`config.mk`:
```
export PLATFORM = sky130hd
export DESIGN_NAME = btpc_cfg
export DESIGN_NICKNAME = d
export VERILOG_FILES = /design/src/rtl/btpc_pkg.sv /design/src/rtl/btpc_cfg.sv
export SDC_FILE = /design/constraint.sdc
export NUM_CORES = 1
export LEC_CHECK = 0
export BUFFER_PORTS_ARGS = -buffer_cell sky130_fd_sc_hd__buf_2
export CORE_UTILIZATION = 35
export CTS_BUF_LIST = sky130_fd_sc_hd__clkbuf_4 sky130_fd_sc_hd__clkbuf_8
export DETAILED_ROUTE_END_ITERATION = 12
export PLACE_DENSITY = 0.66
export SYNTH_ARGS = -nofsm -noshare
export SYNTH_HDL_FRONTEND = slang
export SYNTH_SLANG_ARGS = --single-unit
```
`constraint.sdc`:
```
create_clock -name clk -period 1.89 [get_ports clk]
set_input_delay 0.378 -clock clk [delete_from_list [all_inputs] [get_ports clk]]
set_output_delay 0.378 -clock clk [all_outputs]
set_load 0.01 [all_outputs]
```
`src/rtl/btpc_pkg.sv`:
```
// Shared types and constants of the barometric compensation block.
package btpc_pkg;

	localparam int ADDR_W = 5;
	localparam int DATA_W = 32;
	localparam int QBITS  = 37;
	localparam int DEN_W  = 42;
	localparam int NUM_W  = 80;

	typedef enum logic [2:0] {
		REG_T1_T2 = 3'd0,
		REG_T3_P1 = 3'd1,
		REG_P2_P3 = 3'd2,
		REG_P4_P5 = 3'd3,
		REG_P6_P7 = 3'd4,
		REG_P8_P9 = 3'd5
	} reg_idx_t;

	localparam logic signed [24:0] T_FINE_REF = 25'sd128000;
	localparam logic [20:0] P_FULL = 21'd1048576;
	localparam logic signed [59:0] P1_BIAS = 60'sh000_8000_0000_0000;
	localparam logic signed [80:0] Q_SCALE = 81'sd3125;
	localparam logic signed [15:0] TEMP_MAX = 16'sh7FFF;
	localparam logic signed [15:0] TEMP_MIN = 16'sh8000;

	typedef struct packed {
		logic [15:0] t1;
		logic signed [15:0] t2;
		logic signed [15:0] t3;
		logic [15:0] p1;
		logic signed [15:0] p2;
		logic signed [15:0] p3;
		logic signed [15:0] p4;
		logic signed [15:0] p5;
		logic signed [15:0] p6;
		logic signed [15:0] p7;
		logic signed [15:0] p8;
		logic signed [15:0] p9;
	} calib_t;

	typedef struct packed {
		logic signed [15:0] temp;
		logic signed [DEN_W-1:0] den;
		logic signed [NUM_W-1:0] num;
	} front_t;

	typedef struct packed {
		logic signed [15:0] temp;
		logic err;
		logic neg;
		logic [QBITS-1:0] qmag;
	} quot_t;

endpackage

```
`src/rtl/btpc_cfg.sv`:
```
// Calibration register file behind the APB-style port.
module btpc_cfg (
	input  logic clk,
	input  logic arst_n,
	input  logic psel,
	input  logic penable,
	input  logic pwrite,
	input  logic [btpc_pkg::ADDR_W-1:0] paddr,
	input  logic [btpc_pkg::DATA_W-1:0] pwdata,
	output logic [btpc_pkg::DATA_W-1:0] prdata,
	output logic pready,
	output btpc_pkg::calib_t calib
);

	logic [31:0] t1t2_q, t3p1_q, p2p3_q, p4p5_q, p6p7_q, p8p9_q;
	btpc_pkg::reg_idx_t idx;
	logic wr;

	assign idx = btpc_pkg::reg_idx_t'(paddr[4:2]);
	assign wr = psel && penable && pwrite;
	assign pready = 1'b1;

	always_ff @(posedge clk or negedge arst_n) begin
		if (!arst_n) begin
			t1t2_q <= '0;
			t3p1_q <= '0;
			p2p3_q <= '0;
			p4p5_q <= '0;
			p6p7_q <= '0;
			p8p9_q <= '0;
		end else if (wr) begin
			unique case (idx)
				btpc_pkg::REG_T1_T2: t1t2_q <= pwdata;
				btpc_pkg::REG_T3_P1: t3p1_q <= pwdata;
				btpc_pkg::REG_P2_P3: p2p3_q <= pwdata;
				btpc_pkg::REG_P4_P5: p4p5_q <= pwdata;
				btpc_pkg::REG_P6_P7: p6p7_q <= pwdata;
				btpc_pkg::REG_P8_P9: p8p9_q <= pwdata;
				default: ;
			endcase
		end
	end

	always_comb begin
		unique case (idx)
			btpc_pkg::REG_T1_T2: prdata = t1t2_q;
			btpc_pkg::REG_T3_P1: prdata = t3p1_q;
			btpc_pkg::REG_P2_P3: prdata = p2p3_q;
			btpc_pkg::REG_P4_P5: prdata = p4p5_q;
			btpc_pkg::REG_P6_P7: prdata = p6p7_q;
			btpc_pkg::REG_P8_P9: prdata = p8p9_q;
			default: prdata = '0;
		endcase
	end

	assign calib.t1 = t1t2_q[31:16];
	assign calib.t2 = t1t2_q[15:0];
	assign calib.t3 = t3p1_q[31:16];
	assign calib.p1 = t3p1_q[15:0];
	assign calib.p2 = p2p3_q[31:16];
	assign calib.p3 = p2p3_q[15:0];
	assign calib.p4 = p4p5_q[31:16];
	assign calib.p5 = p4p5_q[15:0];
	assign calib.p6 = p6p7_q[31:16];
	assign calib.p7 = p6p7_q[15:0];
	assign calib.p8 = p8p9_q[31:16];
	assign calib.p9 = p8p9_q[15:0];

endmodule

```
==> results of run 1 <==
## metrics by stage
step	utilization	worst slack [ps]	total power [uW]
final	0.4889	-106.8	12160
after detailed placement	0.4386	-118.1	8784
after global placement	0.4386	-98.85	8696
after global routing	0.4889	-202.0	12770
after CTS	0.4786	-129.4	12080
after floorplan	-	180.1	7193
## state kept, by name, summed over array words and instances (netlist names)
register,count
p4p5_q,32
t3p1_q,32
p2p3_q,32
t1t2_q,32
p8p9_q,32
p6p7_q,32
## worst reg2reg max path, stage by stage (launching register included)
cell and delay (ps):
sky130_fd_sc_hd__dfrtp_1 410, sky130_fd_sc_hd__buf_4 140, sky130_fd_sc_hd__buf_4 120, sky130_fd_sc_hd__mux2_2 250
## logic make-up (layout without fill, tap and decap cells)
logic type,after synthesis,in the layout,synth area share
other,1,1,0.0004202
DFF,192,192,0.5383
buffers and inverters,48,422,0.03939
AOI/OAI and AO/OA,60,60,0.05103
muxes,263,263,0.3278
and+or+nand+nor,66,66,0.04304
## worst max path at each step
stage,startpoint,cells past startpoint,endpoint,slack (ps)
CTS,t1t2_q[2],4,prdata[2],-130
global placement,paddr[3],6,prdata[2],-100
floorplan,paddr[3],5,prdata[0],180
detailed placement,paddr[3],7,p8p9_q[13],-120
global route,t1t2_q[2],4,prdata[2],-200
finish,t1t2_q[2],4,prdata[2],-110
## final cells by class
class / instances / area share
sequential: 192 / 0.3914
clock inverter: 14 / 0.01407
clock buffer: 18 / 0.01967
multi-input combinational: 390 / 0.3266
inverter: 1 / 0.0003058
tap: 330 / 0.03364
timing repair buffer: 389 / 0.2144
## what timing repair did
item,in CTS,in global routing
pin swaps,9,2
buffers inserted,52,18
hold endpoints to repair,41,0
resized for setup,29,20
gates cloned,1,1
hold buffers,1,0
setup endpoints to repair,31,32
## synthesized netlist by cell type
cell,n
sky130_fd_sc_hd__a211oi_1,2
sky130_fd_sc_hd__a21oi_1,6
sky130_fd_sc_hd__a221oi_1,20
sky130_fd_sc_hd__a311o_1,2
sky130_fd_sc_hd__a31oi_1,19
sky130_fd_sc_hd__and3b_1,3
sky130_fd_sc_hd__buf_2,11
sky130_fd_sc_hd__buf_4,16
sky130_fd_sc_hd__buf_6,13
sky130_fd_sc_hd__clkbuf_1,7
sky130_fd_sc_hd__clkinv_1,1
sky130_fd_sc_hd__conb_1,1
sky130_fd_sc_hd__dfrtp_1,192
sky130_fd_sc_hd__mux2_1,8
sky130_fd_sc_hd__mux2_2,226
sky130_fd_sc_hd__mux2i_1,29
sky130_fd_sc_hd__nand2_1,39
sky130_fd_sc_hd__nand2b_1,2
sky130_fd_sc_hd__nand3_1,3
sky130_fd_sc_hd__nand4_4,1
sky130_fd_sc_hd__nand4b_4,1
sky130_fd_sc_hd__nor2_1,3
sky130_fd_sc_hd__nor2_4,4
sky130_fd_sc_hd__nor2b_1,1
sky130_fd_sc_hd__nor3_4,2
sky130_fd_sc_hd__o221ai_1,10
sky130_fd_sc_hd__o22a_1,1
sky130_fd_sc_hd__or3_1,7
## metal layers
metal	track usage	wire, um	vias up
met5	0	0	-
met4	0.06046	333	0
met1	0.2711	12060	3500
met3	0.04111	1357	23
met2	0.3366	13050	203
li1	-	-	3061
## report_power, final
part | internal, uW | leakage (uW) | total (uW) | switching [uW]
Sequential | 4910 | 0.00245 | 5510 | 602
Clock | 1250 | 0.000210 | 2890 | 1640
Combinational | 2030 | 0.00349 | 3760 | 1740
==> insert_results.sql, run 1 <==
INSERT INTO impl_metrics (metric_group, metric, value, unit) VALUES
('status', 'status', 'finished, violations left', ''),
('status', 'failed_checks', 'setup timing', ''),
('grt', 'antenna_found_initial', '0', ''),
('placement', 'placed_area', '0.01101', 'sq mm'),
('sta', 'fin_tns_setup', '-1345', 'ps'),
('min_path', 'critical_hold_path_startpoint', 'pwdata[18]', ''),
('sta', 'timing.final.crit_period', '1997', 'ps'),
('worst_setup_path', 'rr_worst_depth', '3', ''),
('routing', 'firstDrtPassIters', '4', ''),
('placement', 'place.gp.congestion', '0.7750', ''),
('synth', 'post_synth.cell_area_avg', '14.17', 'sq um'),
('worst_setup_path', 'worstPathArrival', '1620', 'ps'),
('cts', 'cts-buffers-inserted', '17', ''),
('cts', 'cts.reportedPaths.clkPinSlew', '110', 'ps'),
('finish', 'mostFrequentLayoutCells', 'sky130_fd_sc_hd__buf_2 (257), sky130_fd_sc_hd__mux2_2 (217), sky130_fd_sc_hd__dfrtp_1 (192)', ''),
('synth', 'yosys.area.top_type_share', '0.5383', ''),
('synth', 'yosysWarnings', '0', ''),
('synth', 'synth_top_cells_by_area', 'sky130_fd_sc_hd__dfrtp_1 (54%), sky130_fd_sc_hd__mux2_2 (29%), sky130_fd_sc_hd__mux2i_1 (3.3%)', ''),
('routing', 'detail_route.wirelength', '26.80', 'mm'),
('synth', 'synth_seq_area_share', '0.5383', ''),
('floorplan', 'floorplan.rows', '58', ''),
('sta', 'slew_violations', '0', ''),
('cts', 'cts.path.max_buffers', '2', ''),
('routing', 'drt-vias-per-instance', '5.088', ''),
('sta', 'finalHoldWorstSlack', '192.0', 'ps'),
('flow_run', 'max-cap-violations', '0', ''),
('sta', 'timing_hold_violations_final', '0', ''),
('grt', 'grt_first_pass_wirelength', '40.58', 'mm'),
('cts', 'clkLatencyLatePin', '480', 'ps'),
('worst_setup_path', 'path_delay_family', 'flip-flops', ''),
('floorplan', 'dieHeight', '161.7', 'um'),
('power', 'power.density', '990.7', 'mW/mm^2'),
('worst_setup_path', 'worst_ep_required_time', '1510', 'ps'),
('power', 'p_leak', '0.006158', 'uW'),
('sta', 'setup_repair_after_global_routing_missed_its_margin', 'yes', ''),
('grt', 'grt_pass1_vias', '6861', ''),
('min_path', 'hold_end', 'p8p9_q[18]', ''),
('worst_setup_path', 'worstReg2RegStart', 'p2p3_q[4]', ''),
('grt', 'overflow', '0', ''),
('min_path', 'hold_path_depth', '2', ''),
('routing', 'number_of_design_rule_violations_left_after_detail_routing', '0', ''),
('sta', 'post-route-worst-setup-slack', '-106.8', 'ps'),
('finish', 'antenna_cells', '0', ''),
('cts', 'cts_root_buf', 'sky130_fd_sc_hd__clkbuf_8', ''),
('routing', 'route.detailed.wl_per_inst', '20.09', 'um'),
('synth', 'yosys.cell_types.count', '28', ''),
('finish', 'multi_input_comb_area', '0.004009', 'sq mm'),
('synth', 'mappedNetlistNets', '672', ''),
('worst_setup_path', 'timing.setup.critical_path_class', 'reg2out', ''),
('sta', 'finalSetupViolCount', '26', ''),
('floorplan', 'initial_core_util', '0.3554', ''),
('floorplan', 'placeableCoreArea', '0.02511', 'sq mm'),
('synth', 'netlist_area', '0.008925', 'sq mm'),
('finish', 'finish.instance_area', '0.01228', 'sq mm'),
('routing', 'initialDrtViolationCount', '330', ''),
('finish', 'layout-drive-gt1-share', '0.6863', ''),
('floorplan', 'die_x', '161.7', 'um'),
('sta', 'final.setup_skew', '0', 'ps'),
('finish', 'post_layout_nonfiller_instances', '1334', ''),
('routing', 'drt.antenna.violating_nets', '0', ''),
('power', 'worst_ir_drop_vdd', '0.4877', 'mV'),
('grt', 'track_usage', '0.2041', ''),
('floorplan', 'floorplan.die_area', '0.02614', 'sq mm'),
('finish', 'area_growth', '37.54', '%'),
('worst_setup_path', 'timing.critical_path.cells', 'mux2_4, a221oi_2, a31oi_1, buf_2', ''),
('cts', 'number_of_sinks_driven_by_the_clock_tree', '192', ''),
('worst_setup_path', 'max_incr_delay_on_cp', '410', 'ps'),
('synth', 'synth.ff_latch_count', '192', ''),
('finish', 'mostFrequentLayoutCell', 'sky130_fd_sc_hd__buf_2', ''),
('routing', 'routed-via-count', '6787', ''),
('grt', 'grt_max_degree', '50', '');
Power figures use the tool's default switching activity.
==> run 2, diff against run 1 <==
--- a/config.mk
+++ b/config.mk
@@ -6,10 +6,10 @@
 export NUM_CORES = 1
 export LEC_CHECK = 0
 export BUFFER_PORTS_ARGS = -buffer_cell sky130_fd_sc_hd__buf_2
-export CORE_UTILIZATION = 35
+export CORE_UTILIZATION = 25
 export CTS_BUF_LIST = sky130_fd_sc_hd__clkbuf_4 sky130_fd_sc_hd__clkbuf_8
 export DETAILED_ROUTE_END_ITERATION = 12
-export PLACE_DENSITY = 0.66
+export PLACE_DENSITY = 0.53
 export SYNTH_ARGS = -nofsm -noshare
 export SYNTH_HDL_FRONTEND = slang
 export SYNTH_SLANG_ARGS = --single-unit
==> insert_results.sql, run 2 (synthesized netlist as in run 1, its figures left out) <==
INSERT INTO impl_metrics (metric_group, metric, value, unit) VALUES
('status', 'status', 'finished, violations left', ''),
('cts', 'clkLatencyLatePin', '480', 'ps'),
('grt', 'track_usage', '0.1648', ''),
('sta', 'setup_repair_after_global_routing_missed_its_margin', 'yes', ''),
('grt', 'grt_pass1_vias', '6962', ''),
('power', 'p_clk_frac', '0.233', ''),
('routing', 'firstDrtPassIters', '4', ''),
('worst_setup_path', 'timing.critical_path.to_type', 'output port', ''),
('worst_setup_path', 'worstPathArrival', '1630', 'ps'),
('cts', 'cts.path.max_buffers', '2', ''),
('grt', 'overflow', '0', ''),
('floorplan', 'design.portCount', '267', ''),
('sta', 'timing.final.crit_period', '2010', 'ps'),
('power', 'power.share.combinational', '0.316', ''),
('cts', 'number_of_sinks_driven_by_the_clock_tree', '192', ''),
('power', 'switching_share', '0.3326', ''),
('cts', 'cts_root_buf', 'sky130_fd_sc_hd__clkbuf_8', ''),
('status', 'failed_checks', 'setup timing', ''),
('placement', 'detailedPlacementHpwl', '19.72', 'mm'),
('finish', 'area_growth', '39.72', '%'),
('placement', 'place.gp.congestion', '0.7679', ''),
('worst_setup_path', 'path_delay_family', 'flip-flops', ''),
('routing', 'initialDrtViolationCount', '223', ''),
('placement', 'port_buffers', '263', ''),
('finish', 'mostFrequentLayoutCells', 'sky130_fd_sc_hd__buf_2 (257), sky130_fd_sc_hd__mux2_2 (209), sky130_fd_sc_hd__dfrtp_1 (192)', ''),
('finish', 'mostFrequentLayoutCell', 'sky130_fd_sc_hd__buf_2', ''),
('sta', 'timing_hold_violations_final', '0', ''),
('floorplan', 'die_x', '190.9', 'um'),
('min_path', 'holdCritPathClass', 'in2reg', ''),
('worst_setup_path', 'worst_ep_required_time', '1510', 'ps'),
('floorplan', 'floorplan.die_area', '0.03646', 'sq mm'),
('power', 'power.density', '979.7', 'mW/mm^2'),
('worst_setup_path', 'timing.critical_path.cells', 'mux2_4, a221oi_4, a31oi_1, buf_2', ''),
('finish', 'multi_input_comb_area', '0.004049', 'sq mm'),
('power', 'power.sequential.fraction', '0.451', ''),
('cts', 'tritoncts', 'yes', ''),
('finish', 'fillerInstances', '3439', ''),
('finish', 'final_util', '0.3583', ''),
('sta', 'finalSetupViolCount', '26', ''),
('worst_setup_path', 'critical_path.n_buffers_inverters', '1', ''),
('placement', 'number_of_placed_cells_counting_well_taps', '1356', ''),
('finish', 'antenna_cells', '0', ''),
('power', 'power.net_switching', '4063', 'uW'),
('worst_setup_path', 'setup.worst_path.start_class', 'flop', ''),
('finish', 'layout-drive-gt1-share', '0.6865', ''),
('power', 'cell_internal_pwr', '8154', 'uW'),
('cts', 'cts-buffers-inserted', '17', ''),
('cts', 'htreeDepth', '4', ''),
('worst_setup_path', 'max_incr_delay_on_cp', '400', 'ps'),
('worst_setup_path', 'timing.setup.critical_path_class', 'reg2out', ''),
('worst_setup_path', 'crit_path_max_fanout', '2', ''),
('routing', 'drt.antenna.violating_nets', '0', ''),
('routing', 'route.detailed.wl_per_inst', '20.33', 'um'),
('routing', 'drt-vias-per-instance', '4.664', ''),
('cts', 'cts.reportedPaths.clkPinSlew', '120', 'ps'),
('sta', 'min_period_over_period', '1.064', ''),
('floorplan', 'placeableCoreArea', '0.03480', 'sq mm'),
('finish', 'post_layout_nonfiller_instances', '1463', ''),
('sta', 'slew_violations', '0', ''),
('routing', 'detail_route.wirelength', '29.74', 'mm'),
('grt', 'antenna_found_initial', '1', ''),
('grt', 'grt_first_pass_wirelength', '44.38', 'mm'),
('sta', 'post-route-worst-setup-slack', '-120.3', 'ps'),
('sta', 'final.setup_skew', '0', 'ps'),
('power', 'worst_ir_drop_vdd', '0.4981', 'mV'),
('routing', 'routed-via-count', '6823', ''),
('routing', 'number_of_design_rule_violations_left_after_detail_routing', '0', ''),
('floorplan', 'dieHeight', '190.9', 'um'),
('power', 'p_leak', '0.006178', 'uW'),
('floorplan', 'floorplan.rows', '68', ''),
('finish', 'layout.area.seq', '0.004805', 'sq mm'),
('sta', 'finalHoldWorstSlack', '183.9', 'ps'),
('sta', 'clock.fmax', '497.4', 'MHz'),
('grt', 'grt_max_degree', '62', ''),
('flow_run', 'max-cap-violations', '0', ''),
('worst_setup_path', 'critical-path-slowest-cell', 'sky130_fd_sc_hd__dfrtp_1', ''),
('finish', 'fin_nets', '1037', ''),
('placement', 'post-place-ws', '-93.83', 'ps'),
('floorplan', 'initial_core_util', '0.2565', '');
==> run 2: what timing repair did <==
| item | CTS | global route |
|---|---|---|
| pin swaps | 9 | 0 |
| hold buffers | 1 | 0 |
| cloned | 0 | 1 |
| endpoints found under the hold margin | 31 | 0 |
| setup buffers | 57 | 16 |
| endpoints found under the setup margin | 32 | 32 |
| resized for setup | 35 | 20 |
==> run 2: through the flow <==
stage | cell area (sq um) | TNS, ps | power (uW)
4_1_cts | 12220 | -3267 | 12200
6_report | 12470 | -1660 | 12220
2_1_floorplan | 8925 | 0 | 7193
3_3_place_gp | 11200 | -1718 | 8791
5_1_grt | 12470 | -5003 | 12930
3_5_place_dp | 11200 | -3035 | 8843
==> run 2: layout make-up <==
type | instances | area share
well taps | 455 | 0.04566
inverters | 1 | 0.0003010
clock buffers | 19 | 0.02097
flip-flops and latches | 192 | 0.3853
repair buffers | 393 | 0.2115
multi-input cells | 390 | 0.3247
clock inverters | 13 | 0.01154
==> run 2: per-layer routing <==
layer / track usage / share of wire
met1: 0.2114 / 0.44
met2: 0.2660 / 0.48
met3: 0.05306 / 0.070
met4: 0.04185 / 0.013
met5: 0 / 0.00057
==> run 2: power by group through the flow <==
stage	Clock (uW)	Combinational, uW	Sequential, uW
after CTS	2970	3740	5490
after global routing	3120	4190	5620
after detailed placement	0	3220	5620
after global placement	0	3200	5590
final	2850	3860	5500
after floorplan	0	1310	5880
==> run 2: worst paths after layout <==
kind | startpoint | end | slack (ps) | depth (start not counted)
max reg2reg | t1t2_q[22] | t1t2_q[22] | 860 | 3
min reg2reg | p8p9_q[29] | p8p9_q[29] | 530 | 1
max | t1t2_q[6] | prdata[6] | -120 | 4
min | pwdata[13] | p4p5_q[13] | 180 | 2
max in group asynchronous | arst_n | p6p7_q[24] | 830 | 3
min in group asynchronous | arst_n | p2p3_q[25] | 360 | 2
==> run 2: worst register-to-register path: stages (launching register included) <==
cell	delay [ps]
sky130_fd_sc_hd__dfrtp_1	400
sky130_fd_sc_hd__buf_4	130
sky130_fd_sc_hd__buf_4	120
sky130_fd_sc_hd__mux2_1	270
